$ cat config.mk
export PLATFORM = sky130hd
export DESIGN_NAME = bandpass_peak_tone_detector
export DESIGN_NICKNAME = d
export VERILOG_FILES = /design/src/hw/rtl/bptd_pkg.sv /design/src/hw/rtl/bptd_ram.sv /design/src/hw/rtl/bptd_ctrl.sv /design/src/hw/rtl/bptd_dp.sv /design/src/hw/rtl/bandpass_peak_tone_detector.sv
export VERILOG_INCLUDE_DIRS = /design/src /design/src/hw/rtl
export SDC_FILE = /design/constraint.sdc
export NUM_CORES = 2
export LEC_CHECK = 0
export BUFFER_PORTS_ARGS = -buffer_cell sky130_fd_sc_hd__buf_2
export CORE_UTILIZATION = 45
export CTS_CLUSTER_DIAMETER = 100
export DETAILED_ROUTE_END_ITERATION = 16
export HOLD_SLACK_MARGIN = 0.08
export PLACE_DENSITY = 0.63
export SYNTH_ARGS = -nofsm -noshare
export SYNTH_HDL_FRONTEND = slang
export SYNTH_SLANG_ARGS = --single-unit
$ cat constraint.sdc
create_clock -name clock -period 11.8 [get_ports clock]
set_clock_uncertainty 0.05 [all_clocks]
set_input_delay 1.18 -clock clock [delete_from_list [all_inputs] [get_ports clock]]
set_output_delay 1.18 -clock clock [all_outputs]
set_load 0.01 [all_outputs]
$ cat src/hw/rtl/bandpass_peak_tone_detector_defines.svh
// ----------------------------------------------------------------------------
// Band-pass tone detector assertion macros
// Shared concurrent assertion forms used by the detector modules.
// ----------------------------------------------------------------------------
`ifndef BANDPASS_PEAK_TONE_DETECTOR_DEFINES_SVH
`define BANDPASS_PEAK_TONE_DETECTOR_DEFINES_SVH

// same-cycle implication, masked during reset
`define BPTD_ASSERT_IMP(label, clk, rst, ante, cons, msg) \
   label: assert property (@(posedge clk) disable iff (rst) (ante) |-> (cons)) \
      else $error(msg);

// next-cycle implication, masked during reset
`define BPTD_ASSERT_NXT(label, clk, rst, ante, cons, msg) \
   label: assert property (@(posedge clk) disable iff (rst) (ante) |=> (cons)) \
      else $error(msg);

`endif

$ cat src/hw/rtl/bptd_pkg.sv
// ----------------------------------------------------------------------------
// Band-pass tone detector package
// Shared types, constants and arithmetic helpers.
// ----------------------------------------------------------------------------
`timescale 1ns / 1ps
`default_nettype none

package bptd_pkg;

   // default structure sizes
   localparam int SECTION_COUNT_DEF = 2;
   localparam int WINDOW_DEPTH_DEF  = 10;

   // field widths
   localparam int CODE_WIDTH      = 10;
   localparam int SAMPLE_WIDTH    = 24;
   localparam int MAG_WIDTH       = 24;
   localparam int GAIN_WIDTH      = 23;
   localparam int DELAY_WIDTH     = 32;
   localparam int PROD_WIDTH      = 48;
   localparam int RND_WIDTH       = 26;
   localparam int CSR_INDEX_WIDTH = 3;
   localparam int CSR_DATA_WIDTH  = 24;

   // register indexes
   localparam logic [CSR_INDEX_WIDTH-1:0] CSR_S0_FB1 = 3'd0;
   localparam logic [CSR_INDEX_WIDTH-1:0] CSR_S0_FB2 = 3'd1;
   localparam logic [CSR_INDEX_WIDTH-1:0] CSR_S1_FB1 = 3'd2;
   localparam logic [CSR_INDEX_WIDTH-1:0] CSR_S1_FB2 = 3'd3;
   localparam logic [CSR_INDEX_WIDTH-1:0] CSR_GAIN   = 3'd4;
   localparam logic [CSR_INDEX_WIDTH-1:0] CSR_LEVEL  = 3'd5;

   // register reset values
   localparam logic signed [23:0] S0_FB1_RST = -24'sd6158117;
   localparam logic signed [23:0] S0_FB2_RST = 24'sd3912985;
   localparam logic signed [23:0] S1_FB1_RST = -24'sd6513690;
   localparam logic signed [23:0] S1_FB2_RST = 24'sd3934832;
   localparam logic [GAIN_WIDTH-1:0] GAIN_RST  = 23'd191316;
   localparam logic [MAG_WIDTH-1:0]  LEVEL_RST = 24'd209715;

   // multiplier operand select codes
   localparam logic [1:0] MUL_GAIN = 2'd0;
   localparam logic [1:0] MUL_A1   = 2'd1;
   localparam logic [1:0] MUL_A2   = 2'd2;

   // controller to datapath commands
   typedef struct packed {
      logic       load;
      logic       mul_en;
      logic [1:0] mul_sel;
      logic       sum_s;
      logic       upd_d1;
      logic       upd_d2;
      logic       finish;
   } bptd_cmd_type;

   // datapath to controller status
   typedef struct packed {
      logic last_sec;
      logic scan_done;
      logic out_free;
   } bptd_sts_type;

   // index width for a store of n entries
   function automatic int idx_width(input int n);
      return (n > 1) ? $clog2(n) : 1;
   endfunction

   // code*5/1023 - 2.5 in Q4.20, nearest with ties up
   // 10485760 = 2046*5125 + 10, so the quotient splits into 5125*code
   // plus a small remainder quotient in the range 0..5
   function automatic logic signed [SAMPLE_WIDTH-1:0] centre(
      input logic [CODE_WIDTH-1:0] code);
      logic [22:0] base;
      logic [13:0] rem;
      logic [2:0]  q;
      logic [23:0] sum;
      base = 23'(code) * 23'd5125;
      rem  = 14'(code) * 14'd10 + 14'd1023;
      q    = 3'(rem >= 14'd2046) + 3'(rem >= 14'd4092) + 3'(rem >= 14'd6138)
           + 3'(rem >= 14'd8184) + 3'(rem >= 14'd10230);
      sum  = {1'b0, base} + 24'(q);
      return $signed(sum) - 24'sd2621440;
   endfunction

   // product scaled by 2^-22, nearest with ties toward +infinity
   function automatic logic signed [RND_WIDTH-1:0] rnd22(
      input logic signed [PROD_WIDTH-1:0] p);
      logic signed [PROD_WIDTH-1:0] t;
      t = p + 48'sd2097152;
      return t[PROD_WIDTH-1:22];
   endfunction

   // sign extension of a rounded product to the 33-bit work width
   function automatic logic signed [32:0] sext33(input logic signed [RND_WIDTH-1:0] v);
      return {{(33-RND_WIDTH){v[RND_WIDTH-1]}}, v};
   endfunction

   // clip to signed 24 bits
   function automatic logic signed [23:0] sat24(input logic signed [32:0] v);
      if (v > 33'sd8388607) begin
         return 24'sh7FFFFF;
      end else if (v < -33'sd8388608) begin
         return 24'sh800000;
      end
      return v[23:0];
   endfunction

   // clip to signed 32 bits
   function automatic logic signed [31:0] sat32(input logic signed [32:0] v);
      if (v[32] != v[31]) begin
         return v[32] ? 32'sh80000000 : 32'sh7FFFFFFF;
      end
      return v[31:0];
   endfunction

endpackage

`default_nettype wire

$ cat src/hw/rtl/bptd_ram.sv
// ----------------------------------------------------------------------------
// Generic simple dual-port RAM
// One write port, one read port with registered read data.
// ----------------------------------------------------------------------------
`timescale 1ns / 1ps
`default_nettype none

module bptd_ram #(
   parameter int WIDTH = bptd_pkg::MAG_WIDTH,
   parameter int DEPTH = bptd_pkg::WINDOW_DEPTH_DEF,
   localparam int AW   = bptd_pkg::idx_width(DEPTH)
) (
   input  wire logic             clock,
   input  wire logic             wr_en,
   input  wire logic [AW-1:0]    wr_addr,
   input  wire logic [WIDTH-1:0] wr_data,
   input  wire logic             rd_en,
   input  wire logic [AW-1:0]    rd_addr,
   output logic      [WIDTH-1:0] rd_data
);

   logic [WIDTH-1:0] mem_ff [DEPTH];
   logic [WIDTH-1:0] rd_data_ff;

   // storage and registered read
   always_ff @(posedge clock) begin
      if (wr_en) begin
         mem_ff[wr_addr] <= wr_data;
      end
      if (rd_en) begin
         rd_data_ff <= mem_ff[rd_addr];
      end
   end

   assign rd_data = rd_data_ff;

endmodule

`default_nettype wire

$ cat src/hw/rtl/bptd_ctrl.sv
// ----------------------------------------------------------------------------
// Band-pass tone detector controller
// Sequences the shared multiplier through each biquad section and the result.
// ----------------------------------------------------------------------------
`timescale 1ns / 1ps
`default_nettype none
`include "bandpass_peak_tone_detector_defines.svh"

module bptd_ctrl (
   input  wire logic                   clock,
   input  wire logic                   reset,
   input  wire logic                   req_valid,
   output logic                        req_ready,
   input  wire bptd_pkg::bptd_sts_type sts,
   output bptd_pkg::bptd_cmd_type      cmd
);

   localparam logic [2:0] ST_IDLE   = 3'd0;
   localparam logic [2:0] ST_GAIN   = 3'd1;
   localparam logic [2:0] ST_SUM    = 3'd2;
   localparam logic [2:0] ST_MA1    = 3'd3;
   localparam logic [2:0] ST_MA2    = 3'd4;
   localparam logic [2:0] ST_UPD2   = 3'd5;
   localparam logic [2:0] ST_FINISH = 3'd6;

   logic [2:0] state_ff;
   logic [2:0] state_in;

   // next state and commands
   always_comb begin
      state_in    = state_ff;
      cmd         = '0;
      cmd.mul_sel = bptd_pkg::MUL_GAIN;
      req_ready   = 1'b0;
      case (state_ff)
         ST_IDLE: begin
            req_ready = 1'b1;
            if (req_valid) begin
               cmd.load = 1'b1;
               state_in = ST_GAIN;
            end
         end
         ST_GAIN: begin
            cmd.mul_en  = 1'b1;
            cmd.mul_sel = bptd_pkg::MUL_GAIN;
            state_in    = ST_SUM;
         end
         ST_SUM: begin
            cmd.sum_s = 1'b1;
            state_in  = ST_MA1;
         end
         ST_MA1: begin
            cmd.mul_en  = 1'b1;
            cmd.mul_sel = bptd_pkg::MUL_A1;
            state_in    = ST_MA2;
         end
         ST_MA2: begin
            cmd.mul_en  = 1'b1;
            cmd.mul_sel = bptd_pkg::MUL_A2;
            cmd.upd_d1  = 1'b1;
            state_in    = ST_UPD2;
         end
         ST_UPD2: begin
            cmd.upd_d2 = 1'b1;
            state_in   = sts.last_sec ? ST_FINISH : ST_GAIN;
         end
         ST_FINISH: begin
            if (sts.scan_done && sts.out_free) begin
               cmd.finish = 1'b1;
               state_in   = ST_IDLE;
            end
         end
         default: begin
            state_in = ST_IDLE;
         end
      endcase
   end

   // state register
   always_ff @(posedge clock) begin
      if (reset) begin
         state_ff <= ST_IDLE;
      end else begin
         state_ff <= state_in;
      end
   end

   // checks
   `BPTD_ASSERT_NXT(a_load_to_gain, clock, reset, cmd.load, state_ff == ST_GAIN, "load did not start section work")
   `BPTD_ASSERT_NXT(a_more_sections, clock, reset, cmd.upd_d2 && !sts.last_sec, state_ff == ST_GAIN, "next section not started")

endmodule

`default_nettype wire

$ cat src/hw/rtl/bptd_dp.sv
// ----------------------------------------------------------------------------
// Band-pass tone detector datapath
// Registers, biquad arithmetic, magnitude ring scan and result register.
// ----------------------------------------------------------------------------
`timescale 1ns / 1ps
`default_nettype none
`include "bandpass_peak_tone_detector_defines.svh"

module bptd_dp #(
   parameter int SECTION_COUNT = bptd_pkg::SECTION_COUNT_DEF,
   parameter int WINDOW_DEPTH  = bptd_pkg::WINDOW_DEPTH_DEF
) (
   input  wire logic                                    clock,
   input  wire logic                                    reset,
   input  wire logic                                    csr_wr_en,
   input  wire logic [bptd_pkg::CSR_INDEX_WIDTH-1:0]    csr_index,
   input  wire logic [bptd_pkg::CSR_DATA_WIDTH-1:0]     csr_data,
   input  wire logic [bptd_pkg::CODE_WIDTH-1:0]         req_adc_code,
   input  wire logic                                    req_report_now,
   input  wire logic                                    rsp_ready,
   output logic                                         rsp_valid,
   output logic signed [bptd_pkg::SAMPLE_WIDTH-1:0]     rsp_filtered,
   output logic        [bptd_pkg::MAG_WIDTH-1:0]        rsp_window_peak,
   output logic                                         rsp_detecting,
   output logic                                         rsp_stopped,
   output logic                                         rsp_report_valid,
   input  wire bptd_pkg::bptd_cmd_type                  cmd,
   output bptd_pkg::bptd_sts_type                       sts
);

   localparam int SW = bptd_pkg::idx_width(SECTION_COUNT);
   localparam int WW = bptd_pkg::idx_width(WINDOW_DEPTH);
   localparam int MW = bptd_pkg::MAG_WIDTH;

   // configuration registers
   logic signed [23:0]                     s0_fb1_ff, s0_fb2_ff, s1_fb1_ff, s1_fb2_ff;
   logic        [bptd_pkg::GAIN_WIDTH-1:0] gain_ff;
   logic        [MW-1:0]                   level_ff;

   // filter state
   logic signed [23:0]                     x_ff;
   logic signed [23:0]                     y_ff;
   logic signed [bptd_pkg::RND_WIDTH-1:0]  s_ff;
   logic signed [bptd_pkg::PROD_WIDTH-1:0] prod_ff;
   logic signed [bptd_pkg::PROD_WIDTH-1:0] prod_in;
   logic signed [31:0]                     d1_ff [SECTION_COUNT];
   logic signed [31:0]                     d2_ff [SECTION_COUNT];
   logic        [SW-1:0]                   sec_ff;
   logic                                   report_ff;
   logic                                   was_det_ff;

   // ring and scan state
   logic [WW-1:0]           ring_pos_ff;
   logic [WW-1:0]           ring_pos_in;
   logic [WINDOW_DEPTH-1:0] ring_valid_ff;
   logic [WW-1:0]           scan_addr_ff, scan_addr_in;
   logic                    scan_run_ff, scan_run_in;
   logic                    rd_pend_ff, rd_pend_in;
   logic [WW-1:0]           rd_idx_ff, rd_idx_in;
   logic [MW-1:0]           scan_max_ff, scan_max_in;
   logic [MW-1:0]           ram_rd_data;
   logic [MW-1:0]           entry_val;

   // result register
   logic                    rsp_valid_ff;
   logic signed [23:0]      rsp_filtered_ff;
   logic [MW-1:0]           rsp_peak_ff;
   logic                    rsp_det_ff;
   logic                    rsp_stopped_ff;
   logic                    rsp_rv_ff;

   // combinational helpers
   logic signed [23:0]                    mul_a, mul_b;
   logic signed [23:0]                    a1_sel, a2_sel;
   logic signed [bptd_pkg::RND_WIDTH-1:0] p_rnd;
   logic signed [bptd_pkg::RND_WIDTH-1:0] s_in;
   logic signed [23:0]                    y_in;
   logic        [23:0]                    y_abs;
   logic        [24:0]                    mag_wide;
   logic        [MW-1:0]                  mag;
   logic        [MW-1:0]                  peak;
   logic                                  det;
   logic                                  last_sec;

   // configuration writes
   always_ff @(posedge clock) begin
      if (reset) begin
         s0_fb1_ff <= bptd_pkg::S0_FB1_RST;
         s0_fb2_ff <= bptd_pkg::S0_FB2_RST;
         s1_fb1_ff <= bptd_pkg::S1_FB1_RST;
         s1_fb2_ff <= bptd_pkg::S1_FB2_RST;
         gain_ff   <= bptd_pkg::GAIN_RST;
         level_ff  <= bptd_pkg::LEVEL_RST;
      end else if (csr_wr_en) begin
         case (csr_index)
            bptd_pkg::CSR_S0_FB1: s0_fb1_ff <= $signed(csr_data[23:0]);
            bptd_pkg::CSR_S0_FB2: s0_fb2_ff <= $signed(csr_data[23:0]);
            bptd_pkg::CSR_S1_FB1: s1_fb1_ff <= $signed(csr_data[23:0]);
            bptd_pkg::CSR_S1_FB2: s1_fb2_ff <= $signed(csr_data[23:0]);
            bptd_pkg::CSR_GAIN:   gain_ff   <= csr_data[bptd_pkg::GAIN_WIDTH-1:0];
            bptd_pkg::CSR_LEVEL:  level_ff  <= csr_data[MW-1:0];
            default: begin
            end
         endcase
      end
   end

   // coefficient select: sections past the first share the second set
   assign a1_sel   = (sec_ff == '0) ? s0_fb1_ff : s1_fb1_ff;
   assign a2_sel   = (sec_ff == '0) ? s0_fb2_ff : s1_fb2_ff;
   assign last_sec = (sec_ff == SW'(SECTION_COUNT - 1));

   // shared multiplier operand select
   always_comb begin
      case (cmd.mul_sel)
         bptd_pkg::MUL_GAIN: begin
            mul_a = x_ff;
            mul_b = $signed({1'b0, gain_ff});
         end
         bptd_pkg::MUL_A1: begin
            mul_a = y_ff;
            mul_b = a1_sel;
         end
         bptd_pkg::MUL_A2: begin
            mul_a = y_ff;
            mul_b = a2_sel;
         end
         default: begin
            mul_a = y_ff;
            mul_b = '0;
         end
      endcase
   end

   assign prod_in = mul_a * mul_b;
   assign p_rnd   = bptd_pkg::rnd22(prod_ff);
   assign s_in    = p_rnd;
   assign y_in    = bptd_pkg::sat24(bptd_pkg::sext33(s_in) + {d1_ff[sec_ff][31], d1_ff[sec_ff]});

   // section arithmetic and delay registers
   always_ff @(posedge clock) begin
      if (reset) begin
         for (int i = 0; i < SECTION_COUNT; i++) begin
            d1_ff[i] <= '0;
            d2_ff[i] <= '0;
         end
         sec_ff <= '0;
      end else begin
         if (cmd.load) begin
            sec_ff <= '0;
         end else if (cmd.upd_d2 && !last_sec) begin
            sec_ff <= sec_ff + SW'(1);
         end
         if (cmd.upd_d1) begin
            d1_ff[sec_ff] <= bptd_pkg::sat32({d2_ff[sec_ff][31], d2_ff[sec_ff]}
                                             - bptd_pkg::sext33(p_rnd));
         end
         if (cmd.upd_d2) begin
            d2_ff[sec_ff] <= bptd_pkg::sat32(-bptd_pkg::sext33(s_ff)
                                             - bptd_pkg::sext33(p_rnd));
         end
      end
   end

   // sample, product and section payload registers
   always_ff @(posedge clock) begin
      if (cmd.load) begin
         x_ff      <= bptd_pkg::centre(req_adc_code);
         report_ff <= req_report_now;
      end else if (cmd.upd_d2) begin
         x_ff <= y_ff;
      end
      if (cmd.mul_en) begin
         prod_ff <= prod_in;
      end
      if (cmd.sum_s) begin
         s_ff <= s_in;
         y_ff <= y_in;
      end
   end

   // window scan, the slot about to be overwritten counts as empty
   assign entry_val = (ring_valid_ff[rd_idx_ff] && (rd_idx_ff != ring_pos_ff))
                      ? ram_rd_data : '0;

   always_comb begin
      scan_addr_in = scan_addr_ff;
      scan_run_in  = scan_run_ff;
      scan_max_in  = scan_max_ff;
      rd_pend_in   = scan_run_ff;
      rd_idx_in    = scan_addr_ff;
      if (cmd.load) begin
         scan_addr_in = '0;
         scan_run_in  = 1'b1;
         scan_max_in  = '0;
         rd_pend_in   = 1'b0;
      end else begin
         if (scan_run_ff) begin
            if (scan_addr_ff == WW'(WINDOW_DEPTH - 1)) begin
               scan_run_in = 1'b0;
            end else begin
               scan_addr_in = scan_addr_ff + WW'(1);
            end
         end
         if (rd_pend_ff && (entry_val > scan_max_ff)) begin
            scan_max_in = entry_val;
         end
      end
   end

   always_ff @(posedge clock) begin
      if (reset) begin
         scan_run_ff <= 1'b0;
         rd_pend_ff  <= 1'b0;
      end else begin
         scan_run_ff <= scan_run_in;
         rd_pend_ff  <= rd_pend_in;
      end
      scan_addr_ff <= scan_addr_in;
      rd_idx_ff    <= rd_idx_in;
      scan_max_ff  <= scan_max_in;
   end

   // magnitude ring
   bptd_ram #(
      .WIDTH (MW),
      .DEPTH (WINDOW_DEPTH)
   ) u_ring (
      .clock   (clock),
      .wr_en   (cmd.finish),
      .wr_addr (ring_pos_ff),
      .wr_data (mag),
      .rd_en   (scan_run_ff),
      .rd_addr (scan_addr_ff),
      .rd_data (ram_rd_data)
   );

   // magnitude 2|y| clipped, window peak and threshold
   assign y_abs    = y_ff[23] ? 24'(-y_ff) : y_ff;
   assign mag_wide = {y_abs, 1'b0};
   assign mag      = mag_wide[24] ? {MW{1'b1}} : mag_wide[MW-1:0];
   assign peak     = (mag > scan_max_ff) ? mag : scan_max_ff;
   assign det      = (peak > level_ff);

   assign ring_pos_in = (ring_pos_ff == WW'(WINDOW_DEPTH - 1)) ? '0 : ring_pos_ff + WW'(1);

   // ring position, valid bits, detection history and result valid
   always_ff @(posedge clock) begin
      if (reset) begin
         ring_pos_ff   <= '0;
         ring_valid_ff <= '0;
         was_det_ff    <= 1'b0;
         rsp_valid_ff  <= 1'b0;
      end else begin
         if (cmd.finish) begin
            ring_pos_ff                <= ring_pos_in;
            ring_valid_ff[ring_pos_ff] <= 1'b1;
            if (report_ff) begin
               was_det_ff <= det;
            end
         end
         if (cmd.finish) begin
            rsp_valid_ff <= 1'b1;
         end else if (rsp_ready) begin
            rsp_valid_ff <= 1'b0;
         end
      end
   end

   // result payload
   always_ff @(posedge clock) begin
      if (cmd.finish) begin
         rsp_filtered_ff <= y_ff;
         rsp_peak_ff     <= report_ff ? peak : '0;
         rsp_det_ff      <= report_ff && det;
         rsp_stopped_ff  <= report_ff && !det && was_det_ff;
         rsp_rv_ff       <= report_ff;
      end
   end

   assign rsp_valid        = rsp_valid_ff;
   assign rsp_filtered     = rsp_filtered_ff;
   assign rsp_window_peak  = rsp_peak_ff;
   assign rsp_detecting    = rsp_det_ff;
   assign rsp_stopped      = rsp_stopped_ff;
   assign rsp_report_valid = rsp_rv_ff;

   assign sts.last_sec  = last_sec;
   assign sts.scan_done = !scan_run_ff && !rd_pend_ff;
   assign sts.out_free  = !rsp_valid_ff || rsp_ready;

   // checks
   `BPTD_ASSERT_IMP(a_scan_quiet, clock, reset, cmd.finish, !scan_run_ff && !rd_pend_ff, "result taken before window scan ended")
   `BPTD_ASSERT_IMP(a_stop_fields, clock, reset, rsp_valid_ff && rsp_stopped_ff, rsp_rv_ff && !rsp_det_ff, "stop event without a report drop")
   `BPTD_ASSERT_NXT(a_slot_valid, clock, reset, cmd.finish, ring_valid_ff[$past(ring_pos_ff)], "written ring slot not marked")

endmodule

`default_nettype wire

$ cat src/hw/rtl/bandpass_peak_tone_detector.sv
// ----------------------------------------------------------------------------
// Band-pass peak tone detector
// Two-section scaled biquad band-pass with a peak window and threshold report.
// ----------------------------------------------------------------------------
//
//   channel   direction   handshake                  payload
//   req_      in          req_valid / req_ready      adc_code, report_now
//   rsp_      out         rsp_valid / rsp_ready      filtered, window_peak,
//                                                    detecting, stopped, report_valid
//   csr_      in          csr_wr_en                  csr_index, csr_data
//
// One beat at a time: a result is registered once the section work and the
// window scan (one ring entry a cycle) are both through; the filter uses one
// shared 24x24 multiplier for five steps per section. A new input beat is taken
// the cycle after the result is registered, even while rsp_ready is low; the
// next result then waits for the output register. Synchronous reset empties all.
`timescale 1ns / 1ps
`default_nettype none

module bandpass_peak_tone_detector #(
   parameter int SECTION_COUNT = bptd_pkg::SECTION_COUNT_DEF,
   parameter int WINDOW_DEPTH  = bptd_pkg::WINDOW_DEPTH_DEF
) (
   input  wire logic                                  clock,
   input  wire logic                                  reset,
   input  wire logic                                  csr_wr_en,
   input  wire logic [bptd_pkg::CSR_INDEX_WIDTH-1:0]  csr_index,
   input  wire logic [bptd_pkg::CSR_DATA_WIDTH-1:0]   csr_data,
   input  wire logic                                  req_valid,
   output logic                                       req_ready,
   input  wire logic [bptd_pkg::CODE_WIDTH-1:0]       req_adc_code,
   input  wire logic                                  req_report_now,
   output logic                                       rsp_valid,
   input  wire logic                                  rsp_ready,
   output logic signed [bptd_pkg::SAMPLE_WIDTH-1:0]   rsp_filtered,
   output logic        [bptd_pkg::MAG_WIDTH-1:0]      rsp_window_peak,
   output logic                                       rsp_detecting,
   output logic                                       rsp_stopped,
   output logic                                       rsp_report_valid
);

   bptd_pkg::bptd_cmd_type cmd;
   bptd_pkg::bptd_sts_type sts;

   // sequencer
   bptd_ctrl u_ctrl (
      .clock     (clock),
      .reset     (reset),
      .req_valid (req_valid),
      .req_ready (req_ready),
      .sts       (sts),
      .cmd       (cmd)
   );

   // arithmetic, ring and result register
   bptd_dp #(
      .SECTION_COUNT (SECTION_COUNT),
      .WINDOW_DEPTH  (WINDOW_DEPTH)
   ) u_dp (
      .clock            (clock),
      .reset            (reset),
      .csr_wr_en        (csr_wr_en),
      .csr_index        (csr_index),
      .csr_data         (csr_data),
      .req_adc_code     (req_adc_code),
      .req_report_now   (req_report_now),
      .rsp_ready        (rsp_ready),
      .rsp_valid        (rsp_valid),
      .rsp_filtered     (rsp_filtered),
      .rsp_window_peak  (rsp_window_peak),
      .rsp_detecting    (rsp_detecting),
      .rsp_stopped      (rsp_stopped),
      .rsp_report_valid (rsp_report_valid),
      .cmd              (cmd),
      .sts              (sts)
   );

endmodule

`default_nettype wire

Word-level counts from Yosys, hierarchy flattened
Memory sizes are Yosys's and may differ from the RTL's. A register that Yosys moved wholly into a read port is not among the register bits. Cells that the tools add are included. Widths: inputs -> output; s select.

Register bits: 371. Bits in writable memories: 368. Input bits: 43. Output and inout bits: 53. Word-level logic and storage cells: 190. Memories kept: 3.

Memories: u_dp.u_ring.mem_ff (depth 10, width 24, rd ports 1, clocked after Yosys merged registers in 1, write ports 1, RTL line bptd_ram.sv:22) `logic [WIDTH-1:0] mem_ff [DEPTH];`; u_dp.d1_ff (depth 2, width 32, rd ports 1, clocked after Yosys merged registers in 1, write ports 2, RTL line bptd_dp.sv:46) `logic signed [31:0] d1_ff [SECTION_COUNT];`; u_dp.d2_ff (depth 2, width 32, rd ports 1, clocked after Yosys merged registers in 1, write ports 2, RTL line bptd_dp.sv:47) `logic signed [31:0] d2_ff [SECTION_COUNT];`.

$add $sub $neg: 16. Multipliers: 3. Magnitude comparators: 13. Eq/ne operators: 20. Mux-type cells: 74. Bitwise logic cells: 2. Reductions and logical operators: 32.

Operators by type and width (number): $mux 32 (12); $mux 24 (12); $gt 24x24->1 (3); $pmux 24 s3 (1); $reduce_or 32->1 (2); $add 48x23->48 const B (1); $mul 24x24->48 (1); $mux 1 (41); $add 26x32->33 (1); $gt 33x24->1 const B (1); $lt 33x24->1 const B (1); $neg 26->33 (1); $sub 32x26->33 (1); $sub 33x26->33 (1); $ge 14x13->1 const B (2); $add 23x3->24 (1); $neg 24->24 (1); $sub 24x23->24 const B (1); $mul 10x13->23 const B (1); $pmux 3 s7 (1); $reduce_and 2->1 (9); $eq 3x3->1 const B (5); $add 14x10->14 const B (1); $ge 14x11->1 const B (1); 32 further kinds (58).

Logic depth before layout (Yosys ltp)
Word-level depth: 10. Depth in mapped cells: 37. Depth with buffers taken out: 37.

By module
From an unflattened synthesis, not the netlist that was laid out.

Cell total of the unflattened synthesis: 5870. Area, all modules: 59983.8 um2.

Modules (own cells, without submodules): bptd_dp (instances 1, cells an instance 5313, area an instance 49667.6 um2, seq. area each 12341.8 um2); bptd_ram (instances 1, cells an instance 528, area an instance 10103.4 um2, seq. area each 7927.6 um2); bptd_ctrl (instances 1, cells an instance 29, area an instance 212.7 um2, seq. area each 60.1 um2).

Worst setup path before layout
Ideal clock, no wire load.

Kind: input to register. Start: input port req_adc_code[1] (netlist name). End: register u_dp.x_ff[22] (data pin). Setup time: 268 ps. Arrival: 8849 ps. Data required time: 11482 ps. Slack: 2633 ps. Stages on the path: 35. Path buffers: 0. Path through: ha_1 ha_1 inv_1 fa_1 or3b_2 or3b_2 nor3_1 a21oi_1 a221oi_1 a31oi_1 a221oi_1 o211ai_1 ha_1 inv_1 fa_1 inv_1 ha_1 inv_1 fa_1 inv_1 ha_1 ha_1 ha_1 ha_1 fa_1 a21o_1 a21oi_1 o21bai_1 a31o_2 a21oi_1 nand2b_1 a21oi_1 a211oi_1 xor2_1 o21ai_0.

Cells in the longest elaborated chain, start to end: 10. Elaborated cells between the ends (all ways): 15. Classes of those cells: 7 x add/sub; 2 x mul; 5 x order compare; 1 x mux.

Ends and longest elaborated chain: start, declared (RTL line bandpass_peak_tone_detector.sv:31) `input wire logic [bptd_pkg::CODE_WIDTH-1:0] req_adc_code,`; $mul 10x3->13 (RTL line bptd_pkg.sv:79) `rem = 14'(code) * 14'd10 + 14'd1023;`; $add 14x10->14 (RTL line bptd_pkg.sv:79); $ge 14x11->1 / $ge 14x12->1 (equally long branches) (RTL line bptd_pkg.sv:80) `q = 3'(rem >= 14'd2046) + 3'(rem >= 14'd4092) + 3'(rem >= 14'd6138)`; $add 1x1->2 (RTL line bptd_pkg.sv:80); $add 3x1->3 (RTL line bptd_pkg.sv:80); $add 3x1->3 (2 in a row) (RTL line bptd_pkg.sv:81) `+ 3'(rem >= 14'd8184) + 3'(rem >= 14'd10230);`; $add 23x3->24 * (RTL line bptd_pkg.sv:82) `sum = {1'b0, base} + 24'(q);`; $sub 24x23->24 * (RTL line bptd_pkg.sv:83) `return $signed(sum) - 24'sd2621440;`; $mux 24 * (RTL line bptd_dp.sv:167) `if (cmd.load) begin`; end signal, assigned (RTL line bptd_dp.sv:168) `x_ff <= bptd_pkg::centre(req_adc_code);`; end signal, assigned (RTL line bptd_dp.sv:171) `x_ff <= y_ff;`; end, declared (RTL line bptd_dp.sv:41) `logic signed [23:0] x_ff;`.

Mark *: on every way between the ends. The rest lies on a longest branch, timed or not. A chain may end at the register's enable or synchronous reset.

Final worst setup path
Start: register u_ctrl.state_ff[1]. End: register u_dp.prod_ff[47] (netlist name) (data pin).

Cells in the longest elaborated chain, start to end: 5. Elaborated cells between the ends (all ways): 10. Classes of those cells: 1 x mul; 5 x eq/ne; 3 x mux; 1 x reduce/logical.

Ends and longest elaborated chain: start, declared (RTL line bptd_ctrl.sv:26) `logic [2:0] state_ff;`; start signal, assigned (RTL line bptd_ctrl.sv:84) `state_ff <= state_in;`; $eq 3x3->1, or another cell as far along (RTL line bptd_ctrl.sv:35) `case (state_ff)`; $pmux 3 s3 * (RTL line bptd_ctrl.sv:35); $eq 2x2->1, or another cell as far along (RTL line bptd_dp.sv:115) `case (cmd.mul_sel)`; $pmux 24 s3 / $mux 24 (equally long branches) (RTL line bptd_dp.sv:115); $mul 24x24->48 * (RTL line bptd_dp.sv:135) `assign prod_in = mul_a * mul_b;`; via u_dp.prod_in, one bit (RTL line bptd_dp.sv:45) `logic signed [bptd_pkg::PROD_WIDTH-1:0] prod_in;`; end signal, assigned (RTL line bptd_dp.sv:174) `prod_ff <= prod_in;`; end, declared (RTL line bptd_dp.sv:44) `logic signed [bptd_pkg::PROD_WIDTH-1:0] prod_ff;`.

Mark *: on every way through the listed nets, which the timed path passes. The rest lies on a longest branch.

==> reports/results.tsv <==
stage	metric	value	unit
routing	Via Count	42300	
setup_path	Critical Path AT	10.01	ns
grt	largest net degree at the start of global routing	126	
floorplan	die area	133000	sq um
logic_synthesis	Avg Synthesized Cell Area	10.2	sq um
layout	multi-input logic area	35400	sq um
run	max-cap violations	0	
outcome	outcome	completed	
timing	Slew Limit Fails	0	
timing	min Tclk post-route	9.68	ns
grt	initial antenna violation count	2	
grt	Total Routing Usage GR	24.7	%
setup_path	crit path capture type	flip-flop	
routing	# DRC	0	
setup_path	R2R setup slack	2.12	ns
clock_network	CTS Buf Count	82	
logic_synthesis	post-synthesis mux area share	5.21	%
setup_path	most used cell, CP	fa_1	
logic_synthesis	Post-Synth Adder-Cell Area	29.2	%
setup_path	Required @ worst endpoint	12.12	ns
layout	layout cells sized above 1	8.80	%
routing	total wire length	162000	microns
routing	Post-DRT Antenna Nets	0	
layout	commonest non-fill, non-tap cells in the layout	nand2_1 (831), inv_1 (760), fa_1 (622)	
timing	setup violators final	0	
routing	Routed WL per cell	21.2	microns
grt	met2 Usage GRT	40.0	%
logic_synthesis	Post-Synth XOR/XNOR Area	2.93	%
timing	Hold Vio Cnt, Final	0	
timing	headroom to the max-slew limit	2.36	%
routing	post-DR vias/cell	5.55	
floorplan	die span in x	365	microns
routing	drt pass-1 iters	6	
setup_path	CP peak stage delay	0.72	ns
logic_synthesis	sequential area share after synthesis	34.3	%
clock_network	CTS Buffer Depth	3	
placement	IO Port Bufs	95	
logic_synthesis	Synth Area in Compound Gates	8.78	%
grt	Overflow after GRT	0	
clock_network	Post-CTS Setup Repair Bufs	0	
layout	final instance count without filler cells	7613	
logic_synthesis	post-synthesis cell type count	87	
clock_network	clock sinks	743	
clock_network	# hold bufs at CTS	0	
clock_network	H-tree lvl count	3	
placement	post-detail-place hpwl	119000	microns
routing	DRC violation total after the first TritonRoute iteration	4067	
logic_synthesis	synthesized flop and latch total	743	
clock_network	clk slew on worst S/H paths	0.06	ns
timing	Worst-Margin Slew	1.42	ns
setup_path	CP Max Fanout	45	
layout	FILL cells	11900	
worst_hold_path	Worst Hold Class	flip-flop to flip-flop	
logic_synthesis	Ys Warns	0	
logic_synthesis	simple-gate portion of the synthesized area	13.2	%
floorplan	Starting Density	45.6	%
clock_network	clk root buf	clkbuf_16	
setup_path	Setup CP Type	flip-flop to flip-flop	
setup_path	slowest CP cell	mux2_2	
setup_path	Top delay family on crit path	adder cells	
placement	cell count after placement	7455	
grt	Most Crowded Layer GR	met2	
floorplan	Placeable Area	130000	sq um
placement	routability cong.	0.935	
logic_synthesis	Post-Syn Nets	6836	
layout	Syn-to-layout area delta	9.17	%
logic_synthesis	Synth Flop Type	edfxtp_1	
grt	vias in the first global route	42400	
timing	period utilization	82.1	%
floorplan	Site Rows	132	
logic_synthesis	main combinational cell family by area after synthesis	adder cells	
logic_synthesis	Mapped Area	59200	sq um
timing	Hold Worst Slack	0.402	ns
setup_path	Critical path buffers and inverters	4	
logic_synthesis	Post-synth EDFFs	545	
grt	grt met3 use	3.63	%
floorplan	I/O pin total	96	
layout	commonest non-fill, non-tap cell in the layout	nand2_1	
timing	unrepaired setup endpoints after global routing	false	
grt	routing usage on met1	33.8	%
layout	nets@finish	6846	
timing	fmax	0.103	GHz
timing	setup TNS	0	ns
clock_network	CTS tree	yes	
layout	register area	20300	sq um
grt	first-pass GRT wire length	251000	microns
clock_network	Clock Latency Late Sink	0.69	ns
setup_path	crit start category	flip-flop	
logic_synthesis	FFs w/ async S/R, synth	0	%
floorplan	die span in y	365	microns
clock_network	Post-CTS Resized	0	
logic_synthesis	synthesized netlist cell count	5787	
## cell families (layout without fill, tap and decap cells)
kind of cell / count (synthesis) / after routing
XOR/XNOR: 198 / 198
AND/OR/NAND/NOR: 1757 / 1757
other: 0 / 5
multiplexers: 235 / 235
buffers and inverters: 1006 / 1085
AO/OA/AOI/OAI: 840 / 840
flip-flops: 743 / 743
adder cells (fa/ha/maj): 1008 / 1008
## through the flow
| step | util (%) | setup slack (ns) | cell area (sq um) |
|---|---|---|---|
| 2_1_floorplan | - | 2.63 | 59200 |
| 6_report | 49.7 | 2.12 | 64700 |
| 3_3_place_gp | 47.6 | 1.70 | 61800 |
| 5_1_grt | 49.7 | 1.60 | 64700 |
| 4_1_cts | 49.7 | 2.23 | 64700 |
| 3_5_place_dp | 47.6 | 1.63 | 61800 |
## worst reg2reg max path, cell delays in order, from the launching register on
cell and delay, ns:
dfxtp_1 0.66, or3b_1 0.21, and2_4 0.43, buf_4 0.63, mux2_2 0.72, nand2_1 0.20
fa_1 0.57, fa_1 0.52, inv_1 0.06, fa_1 0.53, inv_1 0.05, fa_1 0.51
fa_1 0.45, fa_1 0.55, inv_1 0.06, fa_1 0.51, ha_1 0.36, nand4_1 0.23
a2111oi_0 0.33, o31ai_1 0.17, o41a_1 0.42, a21oi_4 0.34, a31oi_4 0.20, o311ai_4 0.36
a31oi_1 0.15, xnor2_1 0.14
## worst paths after layout
check,start,to,cells past startpoint
max,u_ctrl.state_ff[1],u_dp.prod_ff[47],25
min,u_dp.s0_fb1_ff[13],u_dp.s0_fb1_ff[13],2
max reg2reg,u_ctrl.state_ff[1],u_dp.prod_ff[47],25
min reg2reg,u_dp.s0_fb1_ff[13],u_dp.s0_fb1_ff[13],2
## final cells by class
type                       instances  area share, %
clock buffer                     101           3.36
clock inverter                    52           1.01
sequential                       743           31.5
inverter                         761           4.42
multi-input combinational       4038           54.7
timing repair buffer             171           1.62
antenna                            5         0.0193
tap                             1742           3.37
## layer usage
metal  part of all wire [%]  vias up
li1                       -    19300
met1                     43    21200
met2                     47     1452
met3                    7.2      281
met4                    3.2        0
met5                      0        -
## sequential cells by signal (all words and copies together), names as in the netlist, 26 cells and up, named ones only
| signal | cells |
|---|---|
| u_dp.d1_ff | 64 |
| u_dp.d2_ff | 64 |
| u_dp.s_ff | 26 |
| u_dp.u_ring.mem_ff | 240 |
| u_dp.prod_ff | 27 |
## Yosys cell counts, drive strengths merged, types with 5 or more instances
master | count | area [sq um]
mux2 | 85 | 957
o211ai | 11 | 82.6
buf | 31 | 136
or2 | 14 | 87.6
nand3b | 72 | 541
a221oi | 7 | 61.3
a31o | 7 | 61.3
nor2b | 67 | 419
mux4 | 50 | 1130
a21oi | 321 | 1630
fa | 622 | 12500
xnor2 | 105 | 920
o41ai | 8 | 77.6
and3 | 27 | 169
a41oi | 6 | 52.6
or4 | 5 | 37.5
a21boi | 5 | 37.5
o221ai | 12 | 105
or3 | 18 | 118
and2 | 56 | 350
a31oi | 21 | 146
ha | 384 | 4800
mux2i | 100 | 1000
nand3 | 71 | 355
o21a | 27 | 203
inv | 760 | 2850
nor2 | 431 | 1620
nor4 | 8 | 50.1
o21ai | 180 | 901
a2111oi | 5 | 43.8
nor3 | 65 | 325
o31ai | 16 | 139
o22ai | 14 | 93.8
dfxtp | 198 | 3960
and4 | 7 | 61.3
edfxtp | 545 | 16400
clkbuf | 214 | 803
xor2 | 93 | 815
nand2 | 832 | 3120
a21o | 89 | 668
nand2b | 38 | 238
o21bai | 22 | 165
a211oi | 59 | 443
nand4 | 35 | 219
Power is not shown: default switching activity piles up to over one toggle a cycle in this logic, so the estimate is an artifact.
